[config.mk]
export PLATFORM = sky130hd
export DESIGN_NAME = sensor_extremes_reporter_core
export DESIGN_NICKNAME = d
export VERILOG_FILES = /design/src/rtl/ser_pkg.sv /design/src/rtl/ser_minmax.sv /design/src/rtl/ser_rank_cell.sv /design/src/rtl/sensor_extremes_reporter_core.sv
export SDC_FILE = /design/constraint.sdc
export NUM_CORES = 1
export LEC_CHECK = 0
export BUFFER_PORTS_ARGS = -buffer_cell sky130_fd_sc_hd__clkbuf_2
export CELL_PAD_IN_SITES_DETAIL_PLACEMENT = 0
export CELL_PAD_IN_SITES_GLOBAL_PLACEMENT = 1
export CORE_UTILIZATION = 35
export CTS_BUF_LIST = sky130_fd_sc_hd__clkbuf_8
export DETAILED_ROUTE_END_ITERATION = 8
export PLACE_DENSITY = 0.73
export SYNTH_ARGS = -nofsm -noshare
export SYNTH_HDL_FRONTEND = slang
export SYNTH_SLANG_ARGS = --single-unit
[constraint.sdc]
create_clock -name aclk -period 29.2 [get_ports aclk]
set_clock_uncertainty 0.05 [all_clocks]
set_input_delay 4.38 -clock aclk [delete_from_list [all_inputs] [get_ports aclk]]
set_output_delay 4.38 -clock aclk [all_outputs]
set_load 0.1 [all_outputs]
[src/rtl/ser_pkg.sv]
`default_nettype none
// ----------------------------------------------------------------------------
// Sensor extremes reporter package
// Shared constants, payload structs and cell link types.
// ----------------------------------------------------------------------------
package ser_pkg;

    localparam int SENSOR_COUNT_DEF   = 8;
    localparam int RANK_COUNT_DEF     = 5;
    localparam int INTERVAL_COUNT_DEF = 6;
    localparam int READING_W          = 8;
    localparam logic [7:0] MPI_RESET  = 8'd10;

    // Record kind codes.
    localparam logic KIND_RANK   = 1'b0;
    localparam logic KIND_WIDEST = 1'b1;

    typedef struct packed {
        logic signed [7:0] reading_0;
        logic signed [7:0] reading_1;
        logic signed [7:0] reading_2;
        logic signed [7:0] reading_3;
        logic signed [7:0] reading_4;
        logic signed [7:0] reading_5;
        logic signed [7:0] reading_6;
        logic signed [7:0] reading_7;
    } ser_in_t;

    typedef struct packed {
        logic              record_kind;
        logic [2:0]        rank;
        logic signed [7:0] high_reading;
        logic signed [7:0] low_reading;
        logic [2:0]        widest_interval;
        logic [7:0]        widest_spread;
        logic              last_of_report;
    } ser_out_t;

    // State a cell shows to its right-hand neighbor.
    typedef struct packed {
        logic              valid;
        logic signed [7:0] hi;
        logic signed [7:0] lo;
        logic              take_hi;
        logic              take_lo;
    } ser_link_t;

    // Report values a cell hands to its left-hand neighbor.
    typedef struct packed {
        logic signed [7:0] hi;
        logic signed [7:0] lo;
    } ser_rep_t;

    // Broadcast control for the row of rank cells.
    typedef struct packed {
        logic              insert;
        logic              snap;
        logic              shift;
        logic signed [7:0] new_hi;
        logic signed [7:0] new_lo;
    } ser_ctrl_t;

endpackage
`default_nettype wire

[src/rtl/ser_minmax.sv]
`default_nettype none
// ----------------------------------------------------------------------------
// Minute extremes stage
// Registers one minute's maximum and minimum reading and holds it until
// the downstream logic takes it.
// ----------------------------------------------------------------------------
module ser_minmax
    import ser_pkg::*;
#(
    parameter int SENSOR_COUNT = SENSOR_COUNT_DEF
) (
    input  wire logic              aclk,
    input  wire logic              aresetn,
    input  wire logic              s_valid,
    output logic                   s_ready,
    input  wire ser_in_t           s_data,
    input  wire logic              take,
    output logic                   st_valid,
    output logic signed [7:0]      st_max,
    output logic signed [7:0]      st_min
);

    logic              valid_reg;
    logic signed [7:0] max_reg;
    logic signed [7:0] min_reg;
    logic signed [7:0] max_next;
    logic signed [7:0] min_next;
    logic signed [7:0] rd [8];

    // Readings in sensor order.
    always_comb begin
        rd[0] = s_data.reading_0;
        rd[1] = s_data.reading_1;
        rd[2] = s_data.reading_2;
        rd[3] = s_data.reading_3;
        rd[4] = s_data.reading_4;
        rd[5] = s_data.reading_5;
        rd[6] = s_data.reading_6;
        rd[7] = s_data.reading_7;
    end

    // Extremes over the sensors in use.
    always_comb begin
        max_next = rd[0];
        min_next = rd[0];
        for (int s = 1; s < SENSOR_COUNT; s++) begin
            if (rd[s] > max_next) max_next = rd[s];
            if (rd[s] < min_next) min_next = rd[s];
        end
    end

    assign s_ready  = !valid_reg || take;
    assign st_valid = valid_reg;
    assign st_max   = max_reg;
    assign st_min   = min_reg;

    // Stage register; a new transfer loads while the old item leaves.
    always_ff @(posedge aclk) begin
        if (!aresetn) begin
            valid_reg <= 1'b0;
        end else if (s_ready) begin
            valid_reg <= s_valid;
        end
        if (s_valid && s_ready) begin
            max_reg <= max_next;
            min_reg <= min_next;
        end
    end

endmodule
`default_nettype wire

[src/rtl/ser_rank_cell.sv]
`default_nettype none
// ----------------------------------------------------------------------------
// Rank cell
// Holds one position of the descending maxima list and the ascending
// minima list, and one stage of the report shift chain.
// ----------------------------------------------------------------------------
module ser_rank_cell
    import ser_pkg::*;
(
    input  wire logic       aclk,
    input  wire logic       aresetn,
    input  wire ser_ctrl_t  ctrl,
    input  wire ser_link_t  left,
    output ser_link_t       link,
    input  wire ser_rep_t   rep_in,
    output ser_rep_t        rep_out
);

    logic              valid_reg;
    logic              valid_next;
    logic signed [7:0] hi_reg;
    logic signed [7:0] hi_next;
    logic signed [7:0] lo_reg;
    logic signed [7:0] lo_next;
    ser_rep_t          rep_reg;
    ser_rep_t          rep_next;
    logic              take_hi;
    logic              take_lo;
    logic              valid_ins;
    logic signed [7:0] hi_ins;
    logic signed [7:0] lo_ins;

    // The new value lands here when this entry is empty or ranks below it.
    assign take_hi = !valid_reg || (ctrl.new_hi > hi_reg);
    assign take_lo = !valid_reg || (ctrl.new_lo < lo_reg);

    // Entry after insertion: shift in from the left, take the new value, or hold.
    always_comb begin
        valid_ins = valid_reg | left.valid;
        if (left.take_hi) begin
            hi_ins = left.hi;
        end else if (take_hi) begin
            hi_ins = ctrl.new_hi;
        end else begin
            hi_ins = hi_reg;
        end
        if (left.take_lo) begin
            lo_ins = left.lo;
        end else if (take_lo) begin
            lo_ins = ctrl.new_lo;
        end else begin
            lo_ins = lo_reg;
        end
    end

    always_comb begin
        valid_next = valid_reg;
        hi_next    = hi_reg;
        lo_next    = lo_reg;
        rep_next   = rep_reg;
        if (ctrl.insert) begin
            valid_next = valid_ins;
            hi_next    = hi_ins;
            lo_next    = lo_ins;
        end
        // A period end copies the finished entry to the report chain and empties it.
        if (ctrl.snap) begin
            valid_next  = 1'b0;
            rep_next.hi = valid_ins ? hi_ins : 8'sd0;
            rep_next.lo = valid_ins ? lo_ins : 8'sd0;
        end else if (ctrl.shift) begin
            rep_next = rep_in;
        end
    end

    always_ff @(posedge aclk) begin
        if (!aresetn) begin
            valid_reg <= 1'b0;
        end else begin
            valid_reg <= valid_next;
        end
        hi_reg  <= hi_next;
        lo_reg  <= lo_next;
        rep_reg <= rep_next;
    end

    assign link.valid   = valid_reg;
    assign link.hi      = hi_reg;
    assign link.lo      = lo_reg;
    assign link.take_hi = take_hi;
    assign link.take_lo = take_lo;
    assign rep_out      = rep_reg;

endmodule
`default_nettype wire

[src/rtl/sensor_extremes_reporter_core.sv]
// An input transfer is held in the stage register until the rank cells take
// it; the first report row shows in the cycle after the period's last minute.
// Throughput: one minute per cycle. A report drains RANK_COUNT + 1 rows, one
// per cycle with m_ready high; a minute ending the next period waits for it.
// Reset (synchronous, aresetn low) empties all lists, spreads and counters and
// sets minutes_per_interval to 10.
`default_nettype none
// ----------------------------------------------------------------------------
// Sensor extremes reporter
// Tracks ranked minute maxima and minima and the widest interval spread,
// and emits a report at the end of each period.
// ----------------------------------------------------------------------------
module sensor_extremes_reporter_core
    import ser_pkg::*;
#(
    parameter int SENSOR_COUNT   = SENSOR_COUNT_DEF,
    parameter int RANK_COUNT     = RANK_COUNT_DEF,
    parameter int INTERVAL_COUNT = INTERVAL_COUNT_DEF
) (
    input  wire logic       aclk,
    input  wire logic       aresetn,
    input  wire logic       cfg_wr_en,
    input  wire logic [7:0] cfg_wr_data,
    input  wire logic       s_valid,
    output logic            s_ready,
    input  wire ser_in_t    s_data,
    output logic            m_valid,
    input  wire logic       m_ready,
    output ser_out_t        m_data
);

    localparam int RW = $clog2(RANK_COUNT + 1);
    localparam int IW = (INTERVAL_COUNT > 1) ? $clog2(INTERVAL_COUNT) : 1;

    logic              st_valid;
    logic signed [7:0] st_max;
    logic signed [7:0] st_min;
    logic              take;

    logic [7:0]        mpi_reg;
    logic [7:0]        len_eff;
    logic [7:0]        minute_reg;
    logic [7:0]        minute_next;
    logic [IW-1:0]     int_idx_reg;
    logic [IW-1:0]     int_idx_next;
    logic [7:0]        cur_spread_reg;
    logic [7:0]        cur_spread_next;
    logic [IW-1:0]     best_idx_reg;
    logic [IW-1:0]     best_idx_next;
    logic [7:0]        best_val_reg;
    logic [7:0]        best_val_next;
    logic [IW-1:0]     rep_idx_reg;
    logic [IW-1:0]     rep_idx_next;
    logic [7:0]        rep_spread_reg;
    logic [7:0]        rep_spread_next;
    logic              busy_reg;
    logic              busy_next;
    logic [RW-1:0]     row_reg;
    logic [RW-1:0]     row_next;

    logic [8:0]        diff;
    logic [7:0]        spread;
    logic [7:0]        spread_max;
    logic [8:0]        minute_sum;
    logic              end_int;
    logic              last_int;
    logic              trig;
    logic              new_best;
    logic              out_xfer;
    logic              last_row;

    ser_ctrl_t         ctrl;
    ser_link_t         links [RANK_COUNT+1];
    ser_rep_t          reps  [RANK_COUNT+1];

    // Minute extremes stage.
    ser_minmax #(
        .SENSOR_COUNT (SENSOR_COUNT)
    ) u_minmax (
        .aclk     (aclk),
        .aresetn  (aresetn),
        .s_valid  (s_valid),
        .s_ready  (s_ready),
        .s_data   (s_data),
        .take     (take),
        .st_valid (st_valid),
        .st_max   (st_max),
        .st_min   (st_min)
    );

    // Interval bookkeeping for the minute waiting in the stage register.
    assign len_eff    = (mpi_reg == 8'd0) ? 8'd1 : mpi_reg;
    assign diff       = {st_max[7], st_max} - {st_min[7], st_min};
    assign spread     = diff[7:0];
    assign spread_max = (spread > cur_spread_reg) ? spread : cur_spread_reg;
    assign minute_sum = {1'b0, minute_reg} + 9'd1;
    assign end_int    = minute_sum >= {1'b0, len_eff};
    assign last_int   = int_idx_reg == IW'(INTERVAL_COUNT - 1);
    assign trig       = end_int && last_int;
    assign new_best   = spread_max > best_val_reg;
    assign take       = st_valid && (!trig || !busy_reg);
    assign out_xfer   = m_valid && m_ready;
    assign last_row   = row_reg == RW'(RANK_COUNT);

    always_comb begin
        minute_next     = minute_reg;
        int_idx_next    = int_idx_reg;
        cur_spread_next = cur_spread_reg;
        best_idx_next   = best_idx_reg;
        best_val_next   = best_val_reg;
        rep_idx_next    = rep_idx_reg;
        rep_spread_next = rep_spread_reg;
        if (take) begin
            cur_spread_next = spread_max;
            minute_next     = minute_sum[7:0];
            if (end_int) begin
                minute_next     = 8'd0;
                cur_spread_next = 8'd0;
                int_idx_next    = int_idx_reg + IW'(1);
                if (new_best) begin
                    best_idx_next = int_idx_reg;
                    best_val_next = spread_max;
                end
            end
            // Period end: latch the widest interval and start over.
            if (trig) begin
                rep_idx_next    = new_best ? int_idx_reg : best_idx_reg;
                rep_spread_next = new_best ? spread_max : best_val_reg;
                int_idx_next    = '0;
                best_idx_next   = '0;
                best_val_next   = 8'd0;
            end
        end
    end

    // Report row sequencing.
    always_comb begin
        busy_next = busy_reg;
        row_next  = row_reg;
        if (take && trig) begin
            busy_next = 1'b1;
            row_next  = '0;
        end else if (out_xfer) begin
            if (last_row) begin
                busy_next = 1'b0;
            end else begin
                row_next = row_reg + RW'(1);
            end
        end
    end

    always_ff @(posedge aclk) begin
        if (!aresetn) begin
            mpi_reg        <= MPI_RESET;
            minute_reg     <= 8'd0;
            int_idx_reg    <= '0;
            cur_spread_reg <= 8'd0;
            best_idx_reg   <= '0;
            best_val_reg   <= 8'd0;
            busy_reg       <= 1'b0;
            row_reg        <= '0;
        end else begin
            if (cfg_wr_en) begin
                mpi_reg <= cfg_wr_data;
            end
            minute_reg     <= minute_next;
            int_idx_reg    <= int_idx_next;
            cur_spread_reg <= cur_spread_next;
            best_idx_reg   <= best_idx_next;
            best_val_reg   <= best_val_next;
            busy_reg       <= busy_next;
            row_reg        <= row_next;
        end
        rep_idx_reg    <= rep_idx_next;
        rep_spread_reg <= rep_spread_next;
    end

    // Broadcast to the rank cells.
    assign ctrl.insert = take;
    assign ctrl.snap   = take && trig;
    assign ctrl.shift  = out_xfer && !last_row;
    assign ctrl.new_hi = st_max;
    assign ctrl.new_lo = st_min;

    // Ends of the cell row: the head always counts as filled and never shifts.
    assign links[0].valid   = 1'b1;
    assign links[0].hi      = 8'sd0;
    assign links[0].lo      = 8'sd0;
    assign links[0].take_hi = 1'b0;
    assign links[0].take_lo = 1'b0;
    assign reps[RANK_COUNT].hi = 8'sd0;
    assign reps[RANK_COUNT].lo = 8'sd0;

    for (genvar i = 0; i < RANK_COUNT; i++) begin : g_cell
        ser_rank_cell u_cell (
            .aclk    (aclk),
            .aresetn (aresetn),
            .ctrl    (ctrl),
            .left    (links[i]),
            .link    (links[i+1]),
            .rep_in  (reps[i+1]),
            .rep_out (reps[i])
        );
    end

    // Output row from the head of the report chain or the interval latch.
    assign m_valid = busy_reg;
    always_comb begin
        m_data = '0;
        if (last_row) begin
            m_data.record_kind     = KIND_WIDEST;
            m_data.widest_interval = 3'(rep_idx_reg);
            m_data.widest_spread   = rep_spread_reg;
            m_data.last_of_report  = 1'b1;
        end else begin
            m_data.record_kind  = KIND_RANK;
            m_data.rank         = 3'(row_reg);
            m_data.high_reading = reps[0].hi;
            m_data.low_reading  = reps[0].lo;
        end
    end

endmodule
`default_nettype wire

==> results.ini <==
[clocking]
cts_tree = built
cts_made_buffers = 41
cts_sinks = 235
clkTransAtPathRegs_ps = 60
postCtsSetupRepairBufs = 0
cts-hold-fix-buffers = 0
htree_levels = 2
ctsResizeCount = 0
clock-root-buffer = clkbuf_8
worstSkewPairLatency_ps = 560
cts_max_path_buffers = 3

[global_routing]
grt.overflow.total = 0
grt_pass1_vias = 13650
gr-usage-all-layers_pct = 17.1
grt_start_max_net_pins = 76
grt_pass1_wl_um = 69800
antenna_found_initial = 1

[floorplan]
dieWidth_um = 224
num_rows = 80
io-pin-count = 111
core-area_mm2 = 0.0481
start_util_pct = 35.8
die_area_mm2 = 0.0501
die_height_um = 224

[logic_synthesis]
synth_compound_area_share_pct = 17.1
synthTopCellsByCount = nor2_1 (216), ha_1 (199), inv_1 (188)
ys_ff_latch = 235
synth_top_family_by_area = compound AO/OA/AOI/OAI gates
yosysMostFrequentCell = nor2_1
syn_inst = 1887
synth_edf_count = 187
muxShareOfSynthArea_pct = 7.14
async_flop_share_pct = 0
yosys-top-cells-area = edfxtp_1 (33%), ha_1 (14%), dfxtp_1 (5.6%), a21oi_1 (5.1%), mux2i_1 (4.9%)
netlist_area_mm2 = 0.0172
synthDistinctLibCells = 84
yosysTopAreaCell = edfxtp_1
synthAdderAreaFrac_pct = 14.8
synthXorXnorAreaFrac_pct = 1.12
synth_simple_gate_area_share_pct = 15.9
yosysSeqAreaShare_pct = 38.2
synth_top_area_share_pct = 32.6
syn_nets = 2164
syn_avg_cell_area_um2 = 9.12
ys.flop_type = edfxtp_1
ys_warn_count = 0

[layout]
fin_nets = 2272
fill_cells = 4814
largest_reg_flops = 80
area_growth_pct = 12.3
drive_gt1_share_pct = 12.4
multiInputGateArea_mm2 = 0.00970
final_area_mm2 = 0.0193
seq_area_mm2 = 0.00658

[detailed_routing]
drtPass1Iterations = 5
detail_route.wl_per_cell_um = 15.9
drt_iter0_drc = 675
ant_nets = 0
routed_wl_um = 42700
dr_total_vias = 13701
via_per_inst = 5.10
drcViolationCount = 0

[min_path]
hold_class = reg2reg

[worst_setup_path]
endpoint = u_minmax.st_max[4]$_DFFE_PP_
worst-path-max-fanout = 15
cp_slowest_cell = nor2_1
start_kind = input port
worstRegToRegCells = 23
crit_required_ps = 29450
crit_path_end_kind = flip-flop
r2r_setup_slack_ps = 22660
cpMostUsedCell = ha_1
regToRegEndpoint = g_cell[2].u_cell.rep_out[0]$_DFFE_PP_
r2r_start = mpi_reg[4]$_SDFFE_PN0P_
cpPeakStageDelay_ps = 780
cp.arrival_ps = 18750
cp-startpoint = s_data[57]
path_class = in2reg

[sta]
hold_ws_ps = 416
setup_violations = 0
worst_slack_ps = 10710
period_share_pct = 63.3
slew_headroom_pct = 21.8
slew_violations = 0
grt_setup_unrepaired = false
post-route-min-period_ps = 18490
tns_ps = 0
clock.fmax_mhz = 54.1
hold_viol_final = 0
worst_pin_slew_ps = 1170

[run_status]
status = finished, final reports clean

[placed_design]
io_buffers = 110
placed_cell_area_mm2 = 0.0185
dp_worst_setup_slack_ps = 10320
detailed_place_hpwl_um = 31600
routabilityCongestion = 0.892

[pwr]
leakage_nw = 8.19
powerDensity_mw_per_mm2 = 104
ir_drop_mv = 0.0704

[job]
maxCapViolations = 0

## power by group
group	internal [W]	switching, W
Clock	0.000158	0.000143
Combinational	0.000514	0.000723
Sequential	0.000427	0.0000440
## area by class of cell
class / count / share of cell area [%]
sequential: 235 / 34.0
inverter: 190 / 3.70
tap: 656 / 4.25
timing repair buffer: 132 / 3.70
antenna: 1 / 0.0129
clock inverter: 32 / 0.978
clock buffer: 44 / 3.13
multi-input combinational: 1395 / 50.2
## cells in the final DEF (no fill, tap or decap), types with 4 or more instances in the layout
master	count
edfxtp_1	187
o21a_1	12
clkinv_1	13
and3_1	21
o211ai_1	8
a21o_1	15
nand4_1	13
xor2_1	11
nand2b_1	34
xnor2_1	11
clkbuf_8	44
nor3b_1	7
clkinv_2	11
and2_1	36
a21boi_0	14
nor3_1	16
mux2i_1	84
clkbuf_2	110
buf_4	22
nand3_1	37
a21oi_1	176
ha_1	199
a31oi_2	5
a221o_1	6
nand2_1	112
nor2b_1	65
or2_1	4
mux2_2	31
a22o_1	48
o22ai_1	6
o21ai_0	135
nor2_1	213
inv_1	195
dfxtp_1	48
## through the flow
step           utilization [%]  power (W)  cells
2_1_floorplan                -    0.00141   1887
3_3_place_gp              38.5    0.00169   2608
3_5_place_dp              38.5    0.00172   2608
4_1_cts                   40.1    0.00204   2684
5_1_grt                   40.1    0.00222   2685
6_report                  40.1    0.00201   2685
## per-layer routing
metal / vias up / GRT usage [%] / part of all wire (%)
met4: 0 / 4.77 / 2.0
met2: 262 / 28.8 / 46
met3: 57 / 2.32 / 4.1
met5: - / 0 / 0
met1: 6437 / 22.9 / 48
li1: 6945 / - / -
## worst max-delay path: cells and delay by family
kind	cells	cell delay (ps)
AOI/OAI and AO/OA	32	6800
and+or+nand+nor	16	3900
muxes	4	1440
buffers and inverters	4	310
adders and majority gates	7	1860
## worst min-delay path by stage
stage,from,endpoint,depth (start not counted)
after floorplan,cur_spread_reg[7]$_SDFFE_PN0P_,cur_spread_reg[7]$_SDFFE_PN0P_,2
after global placement,cur_spread_reg[5]$_SDFFE_PN0P_,cur_spread_reg[5]$_SDFFE_PN0P_,2
after detailed placement,cur_spread_reg[1]$_SDFFE_PN0P_,cur_spread_reg[1]$_SDFFE_PN0P_,2
after CTS,cur_spread_reg[1]$_SDFFE_PN0P_,cur_spread_reg[1]$_SDFFE_PN0P_,2
after global routing,cur_spread_reg[1]$_SDFFE_PN0P_,cur_spread_reg[1]$_SDFFE_PN0P_,2
final,cur_spread_reg[1]$_SDFFE_PN0P_,cur_spread_reg[1]$_SDFFE_PN0P_,2
## logic make-up (layout without fill, tap and decap cells)
group	count (synthesis)	in the layout
adder cells (fa/ha/maj)	203	203
flip-flops	235	235
XOR/XNOR	22	22
buffers and inverters	257	398
AND/OR/NAND/NOR	576	576
multiplexers	118	118
AO/OA/AOI/OAI	476	476
other	0	1
Note: power is estimated with default switching activity, not from simulation.
